### config.mk
export PLATFORM = sky130hd
export DESIGN_NAME = peer_role_negotiator
export DESIGN_NICKNAME = d
export VERILOG_FILES = /design/src/hw/rtl/prn_pkg.sv /design/src/hw/rtl/prn_fifo.sv /design/src/hw/rtl/prn_front.sv /design/src/hw/rtl/prn_back.sv /design/src/hw/rtl/peer_role_negotiator.sv
export VERILOG_INCLUDE_DIRS = /design/src /design/src/hw/rtl
export SDC_FILE = /design/constraint.sdc
export NUM_CORES = 1
export LEC_CHECK = 0
export ABC_AREA = 1
export CAP_MARGIN = 20
export CORE_UTILIZATION = 45
export CTS_BUF_LIST = sky130_fd_sc_hd__clkbuf_8
export CTS_CLUSTER_DIAMETER = 60
export CTS_CLUSTER_SIZE = 16
export DETAILED_ROUTE_END_ITERATION = 10
export DONT_BUFFER_PORTS = 1
export SLEW_MARGIN = 40
export SYNTH_ARGS = -nofsm -noshare
export SYNTH_HDL_FRONTEND = slang
export SYNTH_SLANG_ARGS = --single-unit
### constraint.sdc
create_clock -name clk -period 4.4 [get_ports clk]
set_input_delay 0.88 -clock clk [delete_from_list [all_inputs] [get_ports clk]]
set_output_delay 0.88 -clock clk [all_outputs]
set_load 0.01 [all_outputs]
### src/hw/rtl/assert_macros.svh
// Assertion macros shared by the RTL of the role negotiator.
// Each macro expects clk and rst_n to be visible where it is used.
`ifndef ASSERT_MACROS_SVH
`define ASSERT_MACROS_SVH

// Property that must hold at every clock edge outside reset.
`define PRN_ASSERT(lbl, prop, msg) \
  lbl: assert property (@(posedge clk) disable iff (!rst_n) (prop)) else $error(msg);

// Property that must hold in the cycle after the trigger, outside reset.
`define PRN_ASSERT_NEXT(lbl, trig, prop, msg) \
  lbl: assert property (@(posedge clk) disable iff (!rst_n) (trig) |=> (prop)) else $error(msg);

`endif

### src/hw/rtl/prn_pkg.sv
// Package of the role negotiator: beat types, packet descriptor, codes and sizes.
// Used by every RTL module of the block; depends on nothing.
`default_nettype none

package prn_pkg;

  localparam int SILENCE_WIDTH = 16;
  localparam int TIMEOUT_WIDTH = 16;
  localparam int CONN_CMP_W    = (SILENCE_WIDTH > TIMEOUT_WIDTH) ? SILENCE_WIDTH
                                                                  : TIMEOUT_WIDTH;
  localparam int CFG_DATA_W    = 16;
  localparam int CFG_INDEX_W   = 2;

  localparam int Q_DEPTH = 2;
  localparam int Q_AW    = (Q_DEPTH > 1) ? $clog2(Q_DEPTH) : 1;
  localparam int Q_CW    = $clog2(Q_DEPTH + 1);

  localparam logic [7:0] ROLE_FLAG = 8'h01;

  typedef enum logic [1:0] {
    OP_RX_BYTE = 2'd0,
    OP_TICK    = 2'd1,
    OP_UPDATE  = 2'd2
  } op_t;

  typedef enum logic [CFG_INDEX_W-1:0] {
    CFG_START_BYTE = 2'd0,
    CFG_BATT_THR   = 2'd1,
    CFG_TIMEOUT    = 2'd2
  } cfg_idx_t;

  typedef enum logic [2:0] {
    PH_HUNT   = 3'd0,
    PH_START2 = 3'd1,
    PH_FLAGS  = 3'd2,
    PH_SCORE  = 3'd3,
    PH_BALL   = 3'd4,
    PH_BATT   = 3'd5
  } phase_t;

  typedef enum logic [2:0] {
    BEAT_START0 = 3'd0,
    BEAT_START1 = 3'd1,
    BEAT_FLAGS  = 3'd2,
    BEAT_SCORE  = 3'd3,
    BEAT_BALL   = 3'd4,
    BEAT_BATT   = 3'd5
  } beat_t;

  typedef struct packed {
    logic [1:0] opcode;
    logic [7:0] rx_byte;
    logic [7:0] own_score;
    logic [7:0] own_ball_strength;
    logic       own_enabled;
    logic [7:0] own_battery;
  } in_beat_t;

  typedef struct packed {
    logic [7:0] tx_byte;
    logic       tx_last;
    logic       own_role;
    logic       link_connected;
  } out_beat_t;

  typedef struct packed {
    logic [7:0] start_byte;
    logic       own_enabled;
    logic       own_role;
    logic [7:0] own_score;
    logic [7:0] own_ball_strength;
    logic [7:0] own_battery;
    logic       link_connected;
  } desc_t;

  typedef struct packed {
    logic full;
    logic empty;
  } q_stat_t;

endpackage

`default_nettype wire

### src/hw/rtl/prn_fifo.sv
// Short descriptor queue between the front and the back of the role negotiator.
// Depends on prn_pkg and assert_macros.svh.
`default_nettype none
`include "assert_macros.svh"

module prn_fifo (
  input  wire logic             clk,
  input  wire logic             rst_n,
  input  wire logic             push,
  input  wire prn_pkg::desc_t   wdata,
  input  wire logic             pop,
  output prn_pkg::desc_t        rdata,
  output prn_pkg::q_stat_t      stat
);

  prn_pkg::desc_t                mem_r [prn_pkg::Q_DEPTH];
  logic [prn_pkg::Q_AW-1:0]      wr_ptr_r, wr_ptr_nxt;
  logic [prn_pkg::Q_AW-1:0]      rd_ptr_r, rd_ptr_nxt;
  logic [prn_pkg::Q_CW-1:0]      count_r, count_nxt;
  logic                          do_push, do_pop;

  assign stat.full  = (count_r == prn_pkg::Q_CW'(prn_pkg::Q_DEPTH));
  assign stat.empty = (count_r == '0);
  assign do_push    = push && !stat.full;
  assign do_pop     = pop && !stat.empty;
  assign rdata      = mem_r[rd_ptr_r];

  always_comb begin
    wr_ptr_nxt = wr_ptr_r;
    rd_ptr_nxt = rd_ptr_r;
    count_nxt  = count_r;
    if (do_push) begin
      wr_ptr_nxt = (wr_ptr_r == prn_pkg::Q_AW'(prn_pkg::Q_DEPTH - 1)) ? '0
                                                                       : wr_ptr_r + 1'b1;
    end
    if (do_pop) begin
      rd_ptr_nxt = (rd_ptr_r == prn_pkg::Q_AW'(prn_pkg::Q_DEPTH - 1)) ? '0
                                                                       : rd_ptr_r + 1'b1;
    end
    if (do_push && !do_pop) begin
      count_nxt = count_r + 1'b1;
    end else if (do_pop && !do_push) begin
      count_nxt = count_r - 1'b1;
    end
  end

  always_ff @(posedge clk) begin
    if (!rst_n) begin
      wr_ptr_r <= '0;
      rd_ptr_r <= '0;
      count_r  <= '0;
    end else begin
      wr_ptr_r <= wr_ptr_nxt;
      rd_ptr_r <= rd_ptr_nxt;
      count_r  <= count_nxt;
    end
  end

  always_ff @(posedge clk) begin
    if (do_push) begin
      mem_r[wr_ptr_r] <= wdata;
    end
  end

  `PRN_ASSERT(a_q_count_bound, count_r <= prn_pkg::Q_CW'(prn_pkg::Q_DEPTH), "queue count overflow")
  `PRN_ASSERT_NEXT(a_q_full_holds, stat.full && !pop, stat.full, "queue lost an entry")

endmodule

`default_nettype wire

### src/hw/rtl/prn_front.sv
// Front of the role negotiator: configuration, deframer, silence counter and role rule.
// Pushes one packet descriptor per update; depends on prn_pkg and assert_macros.svh.
`default_nettype none
`include "assert_macros.svh"

module prn_front (
  input  wire logic                            clk,
  input  wire logic                            rst_n,
  input  wire logic                            in_push,
  input  wire prn_pkg::in_beat_t               in_data,
  input  wire logic                            cfg_we,
  input  wire logic [prn_pkg::CFG_INDEX_W-1:0] cfg_index,
  input  wire logic [prn_pkg::CFG_DATA_W-1:0]  cfg_wdata,
  input  wire prn_pkg::q_stat_t                q_stat,
  output logic                                 q_push,
  output prn_pkg::desc_t                       q_wdata
);

  logic [7:0]                          start_byte_r, start_byte_nxt;
  logic [7:0]                          batt_thr_r, batt_thr_nxt;
  logic [prn_pkg::TIMEOUT_WIDTH-1:0]   timeout_r, timeout_nxt;

  prn_pkg::phase_t                     phase_r, phase_nxt;
  logic [1:0]                          hold_flags_r, hold_flags_nxt;
  logic [7:0]                          hold_score_r, hold_score_nxt;
  logic [7:0]                          hold_ball_r, hold_ball_nxt;
  logic                                peer_role_r, peer_role_nxt;
  logic                                peer_en_r, peer_en_nxt;
  logic [7:0]                          peer_score_r, peer_score_nxt;
  logic [7:0]                          peer_ball_r, peer_ball_nxt;
  logic [7:0]                          peer_batt_r, peer_batt_nxt;
  logic                                my_role_r, my_role_nxt;
  logic                                pend_r, pend_nxt;
  logic [prn_pkg::SILENCE_WIDTH-1:0]   silence_r, silence_nxt;

  logic accept;
  logic conn;
  logic role_res;
  logic pend_res;
  logic byte_is_start;

  assign accept        = in_push && !q_stat.full;
  assign conn          = prn_pkg::CONN_CMP_W'(silence_r) < prn_pkg::CONN_CMP_W'(timeout_r);
  assign byte_is_start = (in_data.rx_byte == start_byte_r);

  // Role rule, first matching condition wins.
  always_comb begin
    role_res = my_role_r;
    pend_res = pend_r;
    if ((in_data.own_ball_strength == 8'd0) && (peer_ball_r == 8'd0)) begin
      pend_res = 1'b0;
    end else if (!in_data.own_enabled) begin
      role_res = 1'b1;
    end else if (!conn || !peer_en_r) begin
      role_res = 1'b0;
    end else if (pend_r) begin
      role_res = !my_role_r;
      pend_res = 1'b0;
    end else if ((in_data.own_battery < batt_thr_r) && (peer_batt_r < batt_thr_r) &&
                 (in_data.own_battery != peer_batt_r)) begin
      role_res = (in_data.own_battery > peer_batt_r);
    end else begin
      role_res = (in_data.own_score >= peer_score_r);
    end
  end

  always_comb begin
    start_byte_nxt = start_byte_r;
    batt_thr_nxt   = batt_thr_r;
    timeout_nxt    = timeout_r;
    if (cfg_we) begin
      unique case (cfg_index)
        prn_pkg::CFG_START_BYTE: start_byte_nxt = cfg_wdata[7:0];
        prn_pkg::CFG_BATT_THR:   batt_thr_nxt   = cfg_wdata[7:0];
        prn_pkg::CFG_TIMEOUT:    timeout_nxt    = cfg_wdata[prn_pkg::TIMEOUT_WIDTH-1:0];
        default: ;
      endcase
    end
  end

  always_comb begin
    phase_nxt      = phase_r;
    hold_flags_nxt = hold_flags_r;
    hold_score_nxt = hold_score_r;
    hold_ball_nxt  = hold_ball_r;
    peer_role_nxt  = peer_role_r;
    peer_en_nxt    = peer_en_r;
    peer_score_nxt = peer_score_r;
    peer_ball_nxt  = peer_ball_r;
    peer_batt_nxt  = peer_batt_r;
    my_role_nxt    = my_role_r;
    pend_nxt       = pend_r;
    silence_nxt    = silence_r;
    q_push         = 1'b0;

    if (accept) begin
      unique case (in_data.opcode)
        prn_pkg::OP_RX_BYTE: begin
          unique case (phase_r)
            prn_pkg::PH_HUNT: begin
              if (byte_is_start) begin
                phase_nxt = prn_pkg::PH_START2;
              end
            end
            prn_pkg::PH_START2: begin
              phase_nxt = byte_is_start ? prn_pkg::PH_FLAGS : prn_pkg::PH_HUNT;
            end
            prn_pkg::PH_FLAGS: begin
              hold_flags_nxt = in_data.rx_byte[1:0];
              phase_nxt      = prn_pkg::PH_SCORE;
            end
            prn_pkg::PH_SCORE: begin
              hold_score_nxt = in_data.rx_byte;
              phase_nxt      = prn_pkg::PH_BALL;
            end
            prn_pkg::PH_BALL: begin
              hold_ball_nxt = in_data.rx_byte;
              phase_nxt     = prn_pkg::PH_BATT;
            end
            prn_pkg::PH_BATT: begin
              peer_role_nxt  = hold_flags_r[0];
              peer_en_nxt    = hold_flags_r[1];
              pend_nxt       = (peer_role_r != hold_flags_r[0]) &&
                               (my_role_r == hold_flags_r[0]);
              peer_score_nxt = hold_score_r;
              peer_ball_nxt  = hold_ball_r;
              peer_batt_nxt  = in_data.rx_byte;
              silence_nxt    = '0;
              phase_nxt      = prn_pkg::PH_HUNT;
            end
            default: phase_nxt = prn_pkg::PH_HUNT;
          endcase
        end
        prn_pkg::OP_TICK: begin
          if (silence_r != '1) begin
            silence_nxt = silence_r + 1'b1;
          end
        end
        prn_pkg::OP_UPDATE: begin
          my_role_nxt = role_res;
          pend_nxt    = pend_res;
          q_push      = 1'b1;
        end
        default: ;
      endcase
    end
  end

  assign q_wdata.start_byte        = start_byte_r;
  assign q_wdata.own_enabled       = in_data.own_enabled;
  assign q_wdata.own_role          = role_res & prn_pkg::ROLE_FLAG[0];
  assign q_wdata.own_score         = in_data.own_score;
  assign q_wdata.own_ball_strength = in_data.own_ball_strength;
  assign q_wdata.own_battery       = in_data.own_battery;
  assign q_wdata.link_connected    = conn;

  always_ff @(posedge clk) begin
    if (!rst_n) begin
      start_byte_r <= 8'hFF;
      batt_thr_r   <= 8'd0;
      timeout_r    <= prn_pkg::TIMEOUT_WIDTH'(1000);
      phase_r      <= prn_pkg::PH_HUNT;
      peer_role_r  <= 1'b0;
      peer_en_r    <= 1'b0;
      peer_score_r <= 8'd0;
      peer_ball_r  <= 8'd0;
      peer_batt_r  <= 8'd0;
      my_role_r    <= 1'b0;
      pend_r       <= 1'b0;
      silence_r    <= '0;
    end else begin
      start_byte_r <= start_byte_nxt;
      batt_thr_r   <= batt_thr_nxt;
      timeout_r    <= timeout_nxt;
      phase_r      <= phase_nxt;
      peer_role_r  <= peer_role_nxt;
      peer_en_r    <= peer_en_nxt;
      peer_score_r <= peer_score_nxt;
      peer_ball_r  <= peer_ball_nxt;
      peer_batt_r  <= peer_batt_nxt;
      my_role_r    <= my_role_nxt;
      pend_r       <= pend_nxt;
      silence_r    <= silence_nxt;
    end
  end

  always_ff @(posedge clk) begin
    hold_flags_r <= hold_flags_nxt;
    hold_score_r <= hold_score_nxt;
    hold_ball_r  <= hold_ball_nxt;
  end

  `PRN_ASSERT(a_phase_range, phase_r <= prn_pkg::PH_BATT, "deframer phase out of range")
  `PRN_ASSERT_NEXT(a_silence_sat, (silence_r == '1) && !(accept && (in_data.opcode == prn_pkg::OP_RX_BYTE)), silence_r == '1, "silence counter wrapped")

endmodule

`default_nettype wire

### src/hw/rtl/prn_back.sv
// Back of the role negotiator: turns each packet descriptor into six output beats.
// Depends on prn_pkg and assert_macros.svh.
`default_nettype none
`include "assert_macros.svh"

module prn_back (
  input  wire logic              clk,
  input  wire logic              rst_n,
  input  wire prn_pkg::desc_t    q_rdata,
  input  wire prn_pkg::q_stat_t  q_stat,
  output logic                   q_pop,
  output logic                   out_empty,
  input  wire logic              out_pop,
  output prn_pkg::out_beat_t     out_data
);

  prn_pkg::desc_t   cur_r, cur_nxt;
  prn_pkg::beat_t   beat_r, beat_nxt;
  logic             busy_r, busy_nxt;
  logic             taken;
  logic             last;

  assign out_empty = !busy_r;
  assign last      = (beat_r == prn_pkg::BEAT_BATT);
  assign taken     = out_pop && busy_r;

  always_comb begin
    cur_nxt  = cur_r;
    beat_nxt = beat_r;
    busy_nxt = busy_r;
    q_pop    = 1'b0;
    if ((!busy_r || (taken && last)) && !q_stat.empty) begin
      q_pop    = 1'b1;
      cur_nxt  = q_rdata;
      beat_nxt = prn_pkg::BEAT_START0;
      busy_nxt = 1'b1;
    end else if (taken && last) begin
      busy_nxt = 1'b0;
    end else if (taken) begin
      beat_nxt = prn_pkg::beat_t'(beat_r + 3'd1);
    end
  end

  always_comb begin
    case (beat_r)
      prn_pkg::BEAT_START0, prn_pkg::BEAT_START1: out_data.tx_byte = cur_r.start_byte;
      prn_pkg::BEAT_FLAGS:  out_data.tx_byte = {6'd0, cur_r.own_enabled, cur_r.own_role};
      prn_pkg::BEAT_SCORE:  out_data.tx_byte = cur_r.own_score;
      prn_pkg::BEAT_BALL:   out_data.tx_byte = cur_r.own_ball_strength;
      default:              out_data.tx_byte = cur_r.own_battery;
    endcase
  end

  assign out_data.tx_last        = last;
  assign out_data.own_role       = cur_r.own_role;
  assign out_data.link_connected = cur_r.link_connected;

  always_ff @(posedge clk) begin
    if (!rst_n) begin
      beat_r <= prn_pkg::BEAT_START0;
      busy_r <= 1'b0;
    end else begin
      beat_r <= beat_nxt;
      busy_r <= busy_nxt;
    end
  end

  always_ff @(posedge clk) begin
    cur_r <= cur_nxt;
  end

  `PRN_ASSERT(a_beat_range, !busy_r || (beat_r <= prn_pkg::BEAT_BATT), "beat counter out of range")
  `PRN_ASSERT_NEXT(a_packet_whole, taken && !last, busy_r, "packet cut short")

endmodule

`default_nettype wire

### src/hw/rtl/peer_role_negotiator.sv
// Top level of the two-node role negotiator: front, descriptor queue and back.
// Depends on prn_pkg, prn_front, prn_fifo and prn_back.
//
//   Channel  Ports                           Beat
//   input    in_push, in_full, in_data       one received byte, tick or update
//   result   out_empty, out_pop, out_data    one byte of an outgoing packet
//   config   cfg_we, cfg_index, cfg_wdata    one register write, no wait
//
// A byte or tick beat is taken while in_full is low and gives no result.
// An update beat is taken while in_full is low and yields six result beats, one per cycle while out_pop is high.
// The back drains one packet at a time and takes the next from the queue as the last beat of the one before is popped.
// Two packets wait in the descriptor queue; in_full rises while it is full.
// Reset is synchronous and leaves the block ready for a beat as soon as it is released.
`default_nettype none

module peer_role_negotiator (
  input  wire logic                            clk,
  input  wire logic                            rst_n,
  input  wire logic                            in_push,
  output logic                                 in_full,
  input  wire prn_pkg::in_beat_t               in_data,
  output logic                                 out_empty,
  input  wire logic                            out_pop,
  output prn_pkg::out_beat_t                   out_data,
  input  wire logic                            cfg_we,
  input  wire logic [prn_pkg::CFG_INDEX_W-1:0] cfg_index,
  input  wire logic [prn_pkg::CFG_DATA_W-1:0]  cfg_wdata
);

  prn_pkg::desc_t    q_wdata;
  prn_pkg::desc_t    q_rdata;
  prn_pkg::q_stat_t  q_stat;
  logic              q_push;
  logic              q_pop;

  assign in_full = q_stat.full;

  prn_front u_front (
    .clk       (clk),
    .rst_n     (rst_n),
    .in_push   (in_push),
    .in_data   (in_data),
    .cfg_we    (cfg_we),
    .cfg_index (cfg_index),
    .cfg_wdata (cfg_wdata),
    .q_stat    (q_stat),
    .q_push    (q_push),
    .q_wdata   (q_wdata)
  );

  prn_fifo u_fifo (
    .clk   (clk),
    .rst_n (rst_n),
    .push  (q_push),
    .wdata (q_wdata),
    .pop   (q_pop),
    .rdata (q_rdata),
    .stat  (q_stat)
  );

  prn_back u_back (
    .clk       (clk),
    .rst_n     (rst_n),
    .q_rdata   (q_rdata),
    .q_stat    (q_stat),
    .q_pop     (q_pop),
    .out_empty (out_empty),
    .out_pop   (out_pop),
    .out_data  (out_data)
  );

endmodule

`default_nettype wire
# After elaboration in Yosys (flattened, before gate mapping)
# Memory sizes are Yosys's and may differ from the RTL's. A register that Yosys moved wholly into a read port is not among the register bits.
# Cells that the tools add are included.
# word_totals
reg_bits	105
mem_bits_rw	70
inputBits	58
out_inout_bits	13
n_memories	1
# mem_list
name	depth	width	read_ports	rd_clocked_by_memory_dff	wr	line	text
u_fifo.mem_r	2	35	1	1	1	prn_fifo.sv:16	prn_pkg::desc_t mem_r [prn_pkg::Q_DEPTH];
# classes
add_sub_neg	6
magnitude_cmp	5
eq_ne	25
muxes	28
bitwise	2
reduce_logical	47
# op_table
op	n
2-to-1 mux 16 bit	2
one-hot mux 16 bit (2 select lines)	1
one-hot mux 8 bit (4 select lines)	1
2-to-1 mux 1 bit	18
adder 16 x 1 -> 16 bit (second input constant)	1
zero test 8 bit	2
less-than comparator 16 bit	1
less-than comparator 8 bit	2
inequality test 16 bit (second input constant)	1
one-hot mux 3 bit (5 select lines)	1
AND reduction 3 bit	5
== test 3 x 2 -> 1 bit (second input constant)	4
== test 3 bit (second input constant)	4
logical AND 1 bit	12
AND reduction 2 bit	5
== test 8 bit	1
greater-or-equal comparator 8 bit	1
> comparator 8 bit	1
zero test 1 bit	8
inequality test 8 bit	1
nonzero test 2 bit	4
== test 2 bit (second input constant)	3
== test 3 x 1 -> 1 bit (second input constant)	2
zero test 2 bit	3
19 further kinds	29

# Longest topological paths before layout
# Gate-level depths: netlist of run 1.
# depth
depth_word	9
depth_mapped	15

# Modules after synthesis
# Synthesis of run 1 repeated with hierarchy kept, for this count alone.
# unflattened
hier_cells	983
hier_area_um2	9902.0
# modules_own_cells
mod	n_inst	cells_each	area_per_inst_um2
prn_front	1	686	5262.5
prn_fifo	1	147	2925.3
prn_back	1	150	1714.1

# Least setup slack after synthesis of run 1
# OpenSTA, ideal clock, no wires.
# synth_timing
path_type	input -> register
start	in out_pop
end	reg u_fifo.count_r[1] (netlist bit)
setup_ps	122
t_arrival_ps	3778
required_time_ps	4278
setup_slack_ps	500
cell_stages	8
cell_sequence	a21oi_1 > a21oi_1 > inv_1 > ha_1 > a21oi_1 > o21ai_0 > o21ai_0 > a21oi_1
# synth_between
elab_chain_len	9
word_cells_on_any_way	11
# synth_lines
item	line	text
start, declared	peer_role_negotiator.sv:23	input wire logic out_pop,
logical AND 1 bit *	prn_back.sv:25	assign taken = out_pop && busy_r;
logical AND 1 bit *	prn_back.sv:32	if ((!busy_r || (taken && last)) && !q_stat.empty) begin
logical OR 1 bit *	prn_back.sv:32	
logical AND 1 bit *	prn_back.sv:32	
2-to-1 mux 1 bit *	prn_back.sv:32	
net q_pop	peer_role_negotiator.sv:34	logic q_pop;
logical AND 1 bit *	prn_fifo.sv:25	assign do_pop = pop && !stat.empty;
zero test 1 bit	prn_fifo.sv:40	if (do_push && !do_pop) begin
logical AND 1 bit	prn_fifo.sv:40	
2-to-1 mux 2 bit / nonzero test 2 bit (equally long branches)	--	
end signal, assigned	prn_fifo.sv:55	count_r <= count_nxt;
end, declared	prn_fifo.sv:19	logic [prn_pkg::Q_CW-1:0] count_r, count_nxt;
# The timed path passes the listed nets; every way through them passes the cells marked *.
# A chain may end at the register's enable or synchronous reset.

==> qor.csv, run 1 <==
stage,metric,value,unit
status,run_status,finished clean,
floorplan,fp.coreArea,20200,um2
sta,fin_worst_setup_slack,1110,ps
layout,register_area,5440,um2
yosys,unique_cell_type_count_in_the_yosys_netlist,40,
sta,finalSetupTns,0,ps
yosys,number_of_enable_flip_flop_cells_after_synthesis,123,
layout,layout.nets,1069,
critical_path,crit_required,3520,ps
critical_path,worstSetupStartpoint,u_back.beat_r[0]$_SDFFE_PP0P_,
floorplan,floorplan.io_pins,71,
power,sw_frac_of_total,29.3,%
placed_design,pre_cts_slack,1660,ps
layout,area_of_combinational_cells_with_multiple_inputs,3320,um2
floorplan,floorplan.initialDensity,45.8,%
layout,num-fill-cells,1859,
drt,dr_total_vias,6188,
clock_tree,postCtsSetupBuffers,0,
global_route,overflow,0,
floorplan,die_h,145,um
drt,first_pass_iters,4,
sta,worst_hold_slack,430,ps
sta,report.final.hold_viol_count,0,
drt,drt_drc_violations_left,0,
yosys,netlist_area,9230,um2
drt,routed_wirelength,18.9,mm
global_route,global_route.usage.total,18.3,%
floorplan,die_width,145,um
critical_path,worstSetupEndpointType,output pin,
power,power_frac_clock,27.3,%
yosys,syn_avg_cell_area,9.65,um2
critical_path,timing.critical_path.buf_inv,2,
drt,wl_per_cell,15.2,um
power,seq_power_share,57.4,%
yosys,syn-instance-count,957,
sta,maxSlewViolCount,0,
power,irDropWorstVdd,0.000221,V
power,power_density,434,nW/um2
placed_design,place_congestion,0.848,
critical_path,timing.critical_path.from_type,register,
yosys,synth.top_cell.area_share,40.0,%
clock_tree,clock_latency,540,ps
yosys,synth_top_cells_by_area,"edfxtp_1 40%, dfxtp_1 19%, nand2_1 10%, ha_1 7.0%, inv_1 4.0%",
sta,maxSlewHeadroom,52.5,%
yosys,synthesis.nets,1067,
layout,diodes,0,
clock_tree,cts_buffers,19,
clock_tree,cts_root_buffer,clkbuf_8,
sta,finalSetupViolations,0,
run,timing.max_cap.violations,0,
critical_path,crit-reg2reg-capture,u_fifo.count_r[1]$_SDFFE_PN0P_,
power,switchingPower,1270,uW
drt,dr.first_iter.drc_count,282,
sta,unrepaired_setup_endpoints_after_global_routing,false,
critical_path,setup.worst_path.class,register to output pin,
placed_design,port_buffers,0,
power,power_report.internal_total,3070,uW
yosys,postSynthRegisterBits,210,
sta,fin_worst_skew,27.5,ps
global_route,antenna_found_initial,0,
sta,finalCriticalPeriod,3290,ps
yosys,synth_seq_area_share,58.9,%
layout,final_design_area_no_fill,9980,um2
power,power_leakage,0.00397,uW
clock_tree,cts_repair_resize_count,0,
placed_design,placed_cell_area,9590,um2
drt,detail-route-antenna-nets,0,
yosys,most_frequent_cell_after_synthesis,nand2_1,
clock_tree,cts_tree,done,
critical_path,cp_top_delay_family,simple AND/OR/NAND/NOR gates,
worst_hold_path,hold_path_class,input port to register,
critical_path,rr_worst_depth,12,
yosys,netlist.top_cell.by_area,edfxtp_1,
power,combinationalPowerShare,15.3,%
critical_path,cp_slowest_stage_delay,650,ps
power,totalPowerFinal,4340,uW
drt,vias_per_cell,4.98,
layout,area_delta_synth_final,8.12,%
yosys,ys_async_sr_fraction,0,%
critical_path,timing.critical_path.mode_cell,nand2_1,
critical_path,crit_path_cells,inv_1 > ha_1 > nand2_1 > clkinv_1 > nor3_1 > nand2_1 > nand4_1,
clock_tree,clkTransAtPathRegs,100,ps
floorplan,rows,52,
critical_path,crit_arrival,2410,ps
yosys,ys_warn_count,0,
critical_path,critical_path.endpoint,out_data[8],
global_route,first_global_vias,5819,
sta,tightestPinTransition,707,ps
critical_path,critical-path-slowest-cell,nor3_1,
floorplan,overall_die_area,21100,um2
sta,clock.fmax,304,MHz
global_route,maximum_number_of_pins_on_one_net_before_global_route_repair,68,
sta,timing.final.crit_share,74.9,%
layout,post_route_cells_drive_above_1_share,6.69,%
critical_path,worst-path-stages,7,
yosys,flip_flop_cell_with_the_highest_count_after_synthesis,edfxtp_1,
clock_tree,clk_sinks,210,
clock_tree,cts_htree_levels,1,
critical_path,crit_path_max_fanout,9,
critical_path,regToRegSetupSlack,2130,ps
critical_path,reg2reg_from,u_back.beat_r[1]$_SDFFE_PP0P_,
global_route,grt_first_pass_wirelength,30.5,mm
clock_tree,clockBufferDepth,3,
clock_tree,ctsHoldBuffers,0,
yosys,synth_commonest_cells,"254 x nand2_1, 123 x edfxtp_1, 99 x inv_1",
placed_design,dpl.hpwl,13.8,mm
[stage by stage]
step	util, %	std cells
after floorplan	-	957
after global placement	47.2	1206
after detailed placement	47.6	1208
after CTS	49.5	1242
after global routing	49.5	1242
final	49.5	1242
[worst register-to-register path, cell delays in order, from the launching register on]
cell,delay (ps)
dfxtp_1,390
inv_1,80
ha_1,190
nand2_1,110
inv_1,90
a21oi_1,420
a21oi_4,50
inv_1,140
ha_1,270
a21oi_1,110
o21ai_0,110
o21ai_0,150
a21oi_1,50
[how the worst min path moves through the flow]
stage,startpoint,endpoint,cells after the start
floorplan,u_front.start_byte_r[6]$_SDFFE_PN1P_,u_fifo.mem_r[0][33]$_DFFE_PP_,0
global placement,u_front.timeout_r[10]$_SDFFE_PN0P_,u_front.timeout_r[10]$_SDFFE_PN0P_,2
detailed placement,u_front.peer_score_r[4]$_SDFFE_PN0P_,u_front.peer_score_r[4]$_SDFFE_PN0P_,2
CTS,in_data[22],u_fifo.mem_r[0][22]$_DFFE_PP_,0
global route,in_data[23],u_fifo.mem_r[0][23]$_DFFE_PP_,0
finish,in_data[21],u_fifo.mem_r[0][21]$_DFFE_PP_,0
[area by class of cell]
type | count | share of cell area, %
clock buffer | 20 | 2.76
inverter | 108 | 4.10
clock inverter | 14 | 1.15
sequential | 210 | 54.4
tap | 270 | 3.38
multi-input combinational | 613 | 33.2
timing repair buffer | 7 | 0.927
[power by group through the flow]
stage / registers (uW) / logic (uW) / clock network, uW
final: 2490 / 664 / 1180
after global routing: 2510 / 772 / 1300
after CTS: 2490 / 682 / 1220
after detailed placement: 2540 / 681 / 0
after global placement: 2530 / 669 / 0
after floorplan: 2480 / 519 / 0
[kinds of logic (layout without fill, tap and decap cells)]
logic type | count (synthesis) | in the layout | share of synthesized area [%]
and+or+nand+nor | 397 | 397 | 18.6
DFF | 210 | 210 | 58.9
AOI/OAI and AO/OA | 155 | 155 | 8.97
buffers and inverters | 134 | 149 | 5.65
adders and majority gates | 52 | 52 | 7.05
xor gates and xnor gates | 9 | 9 | 0.854
[routing by layer]
| layer | share of wire (%) | track usage (%) | vias to the layer above |
|---|---|---|---|
| met2 | 47 | 30.5 | 115 |
| met5 | 0 | 0 | - |
| met4 | 2.0 | 5.05 | 0 |
| met3 | 6.0 | 4.43 | 30 |
| li1 | - | - | 3205 |
| met1 | 45 | 23.6 | 2838 |
[cells in the final DEF, fill, tap and decap left out, types with 4 or more instances in the layout]
master | netlist | routed
dfxtp_1 | 87 | 87
nor2_1 | 65 | 63
nand3_1 | 22 | 22
xnor2_1 | 5 | 5
ha_1 | 52 | 52
o21ai_0 | 63 | 63
o21ai_1 | 5 | 5
inv_1 | 99 | 105
nor2_4 | 4 | 6
a21oi_1 | 69 | 68
nor4_1 | 8 | 7
inv_2 | 6 | 6
edfxtp_1 | 123 | 123
nand2_1 | 254 | 254
xor2_1 | 4 | 4
nor3_1 | 14 | 14
o211ai_1 | 8 | 8
nand4_1 | 13 | 13
clkbuf_8 | 0 | 20
buf_4 | 3 | 5
[flip-flops by register name, indices dropped and copies added, names as in the netlist, 16 cells and up]
name and cells:
u_fifo.mem_r 70, u_front.silence_r 16, u_back.cur_r 33, u_front.timeout_r 16
No activity file was read; power rests on OpenSTA's default activity.
==> run 2: changes to the inputs <==
- ABC_AREA: 1 -> 0
- clock period: 4.4 -> 2.9 ns (I/O delays scaled with it)
==> run 2 against run 1 <==
Compared with the run above: die area shrank 0.48%; first-iteration DRC count grew 14%; sequential share of layout area grew 0.49 points; worst hold slack lost 280 ps; power grew 49%; sequential cell count is the same; critical path type unchanged; largest cell class unchanged.
==> qor.csv, run 2 <==
stage,metric,value,unit
status,run_status,finished clean,
run,timing.max_cap.violations,0,
floorplan,die_width,145,um
power,power_leakage,0.00349,uW
drt,detail-route-antenna-nets,0,
power,combinationalPowerShare,15.7,%
power,irDropWorstVdd,0.000404,V
layout,register_area,5440,um2
layout,top_regs,"u_fifo.mem_r (70), u_back.cur_r (33)",
sta,maxSlewHeadroom,47.6,%
yosys,syn_avg_cell_area,11.6,um2
critical_path,crit_path_max_fanout,10,
sta,finalCriticalPeriod,2810,ps
clock_tree,clkTransAtPathRegs,100,ps
clock_tree,cts_buffers,18,
drt,dr_total_vias,5696,
floorplan,overall_die_area,21000,um2
drt,vias_per_cell,5.33,
floorplan,floorplan.initialDensity,46.6,%
global_route,first_global_vias,5876,
layout,top_register,u_fifo.mem_r,
critical_path,timing.critical_path.from_type,register,
clock_tree,cts_htree_levels,1,
sta,tightestPinTransition,779,ps
critical_path,regToRegSetupSlack,170,ps
power,totalPowerFinal,6450,uW
floorplan,fp.coreArea,19700,um2
yosys,flip_flop_cell_with_the_highest_count_after_synthesis,edfxtp_1,
sta,report.final.hold_viol_count,0,
yosys,syn-instance-count,789,
global_route,antenna_found_initial,1,
sta,timing.final.crit_share,97.0,%
yosys,synth_commonest_cells,"123 x edfxtp_1, 118 x nand2_1, 87 x dfxtp_1",
drt,routed_wirelength,19.9,mm
critical_path,worstSetupEndpointType,output pin,
critical_path,setup.worst_path.class,register to output pin,
power,power_frac_clock,26.9,%
yosys,synth_top_cells_by_area,"edfxtp_1 40%, dfxtp_1 19%, ha_1 7.1%, nand2_1 4.8%, mux2_2 4.4%",
clock_tree,cts_root_buffer,clkbuf_8,
critical_path,crit_arrival,2230,ps
yosys,netlist.top_cell.by_area,edfxtp_1,
layout,flip_flop_count_of_the_largest_register_after_layout,70,
global_route,grt_first_pass_wirelength,31.1,mm
yosys,synth_seq_area_share,59.2,%
sta,finalSetupViolations,0,
sta,fin_worst_skew,12.8,ps
clock_tree,ctsHoldBuffers,0,
critical_path,crit_required,2320,ps
layout,leading_cell_types_in_the_layout_fill_and_taps_excluded,"123 x edfxtp_1, 118 x nand2_1, 85 x dfxtp_1",
yosys,ys_async_sr_fraction,0,%
power,power_report.internal_total,4710,uW
yosys,number_of_enable_flip_flop_cells_after_synthesis,123,
drt,drt_drc_violations_left,0,
yosys,ys_warn_count,0,
layout,final_util,50.2,%
sta,clock.fmax,356,MHz
sta,unrepaired_setup_endpoints_after_global_routing,true,
layout,area_of_combinational_cells_with_multiple_inputs,3470,um2
layout,post_route_cells_drive_above_1_share,11.6,%
global_route,maximum_number_of_pins_on_one_net_before_global_route_repair,73,
layout,num-fill-cells,1753,
yosys,most_frequent_cell_after_synthesis,edfxtp_1,
drt,first_pass_iters,5,
placed_design,place_congestion,0.858,
floorplan,die_h,145,um
placed_design,port_buffers,0,
clock_tree,cts_tree,done,
power,sw_frac_of_total,27.0,%
floorplan,rows,51,
global_route,global_route.usage.total,19.6,%
drt,dr.first_iter.drc_count,322,
yosys,postSynthRegisterBits,210,
yosys,unique_cell_type_count_in_the_yosys_netlist,53,
clock_tree,clk_sinks,210,
layout,layout_commonest_cell,edfxtp_1,
yosys,netlist_area,9190,um2
yosys,synthesis.nets,899,
placed_design,dpl.hpwl,14.6,mm
floorplan,floorplan.io_pins,71,
clock_tree,clock_latency,510,ps
global_route,overflow,0,
drt,wl_per_cell,18.6,um
sta,maxSlewViolCount,0,
worst_hold_path,hold_path_class,input port to register,
clock_tree,clockBufferDepth,3,
yosys,synth.top_cell.area_share,40.2,%
power,seq_power_share,57.3,%
layout,layout.nets,900,
power,switchingPower,1740,uW
layout,area_delta_synth_final,7.78,%
power,power_density,651,nW/um2
## run 2: power groups by stage
| stage | clock network (uW) | registers [uW] | logic [uW] |
|---|---|---|---|
| 6_report | 1740 | 3700 | 1010 |
| 2_1_floorplan | 0 | 3670 | 744 |
| 3_3_place_gp | 0 | 3760 | 946 |
| 3_5_place_dp | 0 | 3760 | 981 |
| 5_1_grt | 1910 | 3720 | 1120 |
| 4_1_cts | 1780 | 3700 | 1020 |
## run 2: logic make-up (layout without fill, tap and decap cells)
group / Yosys count / count (layout) / share of synthesized area [%]
flops: 210 / 210 / 59.2
compound gates: 124 / 124 / 9.87
buf+inv: 84 / 96 / 3.59
fa+ha+maj: 52 / 52 / 7.08
other cells: 0 / 1 / 0
simple gates: 248 / 249 / 12.4
mux: 45 / 45 / 5.39
xor+xnor: 26 / 26 / 2.48
## run 2: area by class of cell
| cell class | count | area share, % |
|---|---|---|
| inverter | 52 | 1.97 |
| clock buffer | 21 | 2.92 |
| clock inverter | 11 | 0.809 |
| multi-input combinational | 496 | 35.1 |
| sequential | 210 | 54.9 |
| antenna | 1 | 0.0253 |
| tap | 265 | 3.35 |
| timing repair buffer | 12 | 0.910 |
## run 2: final timing paths
kind,start,endpoint,cells past startpoint
worst max-delay path,u_back.beat_r[0]$_SDFFE_PP0P_,out_data[5],4
worst min-delay path,in_data[8],u_front.my_role_r$_SDFFE_PN0P_,1
worst max register to register,u_front.silence_r[6]$_SDFFE_PN0P_,u_fifo.mem_r[1][25]$_DFFE_PP_,8
worst min register to register,u_front.peer_en_r$_SDFFE_PN0P_,u_front.peer_en_r$_SDFFE_PN0P_,2
## run 2: repair_timing
item                                    4_1_cts  5_1_grt
endpoints found under the setup margin        8        7
pin swaps                                     1        2
buffers inserted                              0        0
gates resized for setup                      10        5
cloned                                        1        0
## run 2: stage by stage
| stage | hold slack [ps] | TNS, ps | std cells | worst slack (ps) | instance area, um2 |
|---|---|---|---|---|---|
| floorplan | 430 | 0 | 789 | 58.3 | 9190 |
| global placement | 452 | 0 | 1034 | 239 | 9480 |
| CTS | 128 | 0 | 1067 | 59.2 | 9880 |
| finish | 153 | 0 | 1068 | 87.2 | 9900 |
| global route | 111 | -7.92 | 1067 | -6.35 | 9900 |
| detailed placement | 456 | 0 | 1034 | 219 | 9480 |
## run 2: routing by layer
layer  vias to the layer above  wire (um)  GRT usage [%]
met5                         -          0              0
met4                         0        572           7.31
met3                        33       1600           6.09
met2                       134       9610           33.7
met1                      2717       8120           22.9
li1                       2812          -              -
## run 2: worst max-delay path, stage by stage, from the launching register on
cell	delay (ps)
dfxtp_4	370
ha_1	200
ha_2	240
or4_4	610
a21oi_1	300
==> run 3: changes to the inputs <==
- REMOVE_ABC_BUFFERS: default -> 1
==> run 3 against run 2 <==
Compared with the run above: register-to-register slack gained 120 ps; clock-buffer cell count shrank 2; largest power group unchanged; first-iteration DRC count up 7.1%; worst setup slack improved by 21 ps; final cell count shrank 0.28%; largest cell class unchanged; critical endpoint is now out_data[3]; critical path depth is the same.
==> qor.csv, run 3 (same netlist as run 2, synthesis figures left out) <==
stage,metric,value,unit
floorplan,floorplan.initialDensity,46.6,%
drt,detailroute.wirelength.met2,9.20,mm
critical_path,worstSetupEndpointType,output pin,
drt,detail-route-antenna-nets,0,
placed_design,place_congestion,0.894,
drt,drt_drc_violations_left,0,
placed_design,port_buffers,0,
global_route,global_route.usage.total,19.0,%
drt,vias_per_cell,5.36,
layout,flip_flop_count_of_the_largest_register_after_layout,70,
clock_tree,clockBufferDepth,3,
power,seq_power_share,58.1,%
layout,final-instance-count-excl-fill,1065,
layout,leading_cell_types_in_the_layout_fill_and_taps_excluded,"123 x edfxtp_1, 118 x nand2_1, 85 x dfxtp_1",
drt,first_pass_iters,6,
sta,maxSlewHeadroom,48.5,%
clock_tree,ctsHoldBuffers,0,
clock_tree,clkTransAtPathRegs,100,ps
layout,diodes,0,
sta,finalSetupViolations,0,
layout,area_delta_synth_final,7.24,%
power,sw_frac_of_total,27.2,%
floorplan,rows,51,
sta,report.final.hold_viol_count,0,
drt,dr.first_iter.drc_count,345,
floorplan,floorplan.io_pins,71,
layout,num-fill-cells,1729,
power,irDropWorstVdd,0.000343,V
layout,post_route_cells_drive_above_1_share,11.0,%
power,combinationalPowerShare,15.3,%
floorplan,die_width,145,um
drt,met3WireLength,1.36,mm
drt,wl_met1,8.31,mm
critical_path,crit_required,2320,ps
placed_design,place_inst,1032,
floorplan,fp.coreArea,19700,um2
layout,register_area,5440,um2
critical_path,crit_arrival,2210,ps
power,switchingPower,1730,uW
global_route,maximum_number_of_pins_on_one_net_before_global_route_repair,73,
placed_design,placed_cell_area,9470,um2
layout,layout.nets,898,
global_route,antenna_found_initial,0,
status,run_status,finished clean,
critical_path,crit_path_max_fanout,10,
power,power_density,647,nW/um2
clock_tree,postCtsSetupBuffers,0,
critical_path,setup.worst_path.class,register to output pin,
sta,finalSetupTns,0,ps
layout,final_design_area_no_fill,9850,um2
sta,clock.fmax,358,MHz
sta,finalCriticalPeriod,2790,ps
layout,area_of_combinational_cells_with_multiple_inputs,3460,um2
clock_tree,clk_sinks,210,
layout,top_regs,"u_fifo.mem_r (70), u_back.cur_r (33)",
layout,layout_commonest_cell,edfxtp_1,
sta,timing.final.crit_share,96.3,%
clock_tree,cts_htree_levels,1,
power,power_leakage,0.00348,uW
drt,dr_total_vias,5711,
clock_tree,cts_buffers,18,
run,timing.max_cap.violations,0,
clock_tree,cts_tree,done,
placed_design,dpl.hpwl,14.0,mm
power,power_frac_clock,26.6,%
drt,wl_per_cell,18.2,um
power,totalPowerFinal,6370,uW
clock_tree,clock_latency,510,ps
sta,maxSlewViolCount,0,
drt,routed_wirelength,19.4,mm
critical_path,timing.critical_path.from_type,register,
power,power_report.internal_total,4640,uW
worst_hold_path,hold_path_class,input port to register,
clock_tree,cts_root_buffer,clkbuf_8,
floorplan,die_h,145,um
global_route,first_global_vias,5634,
global_route,overflow,0,
layout,top_register,u_fifo.mem_r,
sta,tightestPinTransition,773,ps
global_route,grt_first_pass_wirelength,30.0,mm
sta,fin_worst_skew,13.6,ps
floorplan,overall_die_area,21000,um2
drt,maxUsedRoutingLayer,met4,
critical_path,regToRegSetupSlack,290,ps
[run 3: per-layer routing]
layer | track usage [%] | vias to the layer above
met4 | 6.43 | 0
li1 | - | 2805
met1 | 23.5 | 2718
met2 | 31.9 | 154
met5 | 0 | -
met3 | 5.17 | 34
[run 3: worst paths after layout]
check,endpoint,startpoint,cells past startpoint
hold reg to reg,u_front.peer_score_r[2]$_SDFFE_PN0P_,u_front.peer_score_r[2]$_SDFFE_PN0P_,2
hold / removal,u_front.start_byte_r[1]$_SDFFE_PN1P_,rst_n,1
setup reg to reg,u_fifo.mem_r[0][25]$_DFFE_PP_,u_front.silence_r[6]$_SDFFE_PN0P_,8
setup / recovery,out_data[3],u_back.beat_r[0]$_SDFFE_PP0P_,4
[run 3: area by class of cell]
class,count,share of cell area (%)
flip-flops and latches,210,55.2
multi-input cells,496,35.1
well taps,265,3.36
clock buffers,19,2.65
inverters,52,1.98
clock inverters,13,0.927
repair buffers,10,0.762
[run 3: critical path, cell delays in order, from the launching register on]
cell     delay, ps
dfxtp_2        350
ha_1           200
ha_2           240
or4_4          610
a31oi_1        300
[run 3: power by group through the flow]
| stage | Combinational, uW | Sequential (uW) | Clock [uW] |
|---|---|---|---|
| after floorplan | 671 | 3700 | 0 |
| after global routing | 1070 | 3720 | 1850 |
| after CTS | 976 | 3710 | 1740 |
| after global placement | 918 | 3780 | 0 |
| after detailed placement | 948 | 3770 | 0 |
| final | 973 | 3700 | 1700 |
[run 3: timing repair]
item,in CTS,in global routing
cloned,1,0
setup endpoints to repair,8,7
gates resized for setup,6,5
pin swaps,1,0
endpoints found under the hold margin,0,0
[run 3: per-stage QoR]
stage / utilization [%] / hold slack (ps) / worst slack (ps)
after floorplan: - / 430 / 58.3
after global placement: 48.0 / 446 / 366
after detailed placement: 48.0 / 457 / 284
after CTS: 49.9 / 122 / 8.28
after global routing: 50.0 / 123 / -20.6
final: 50.0 / 145 / 108
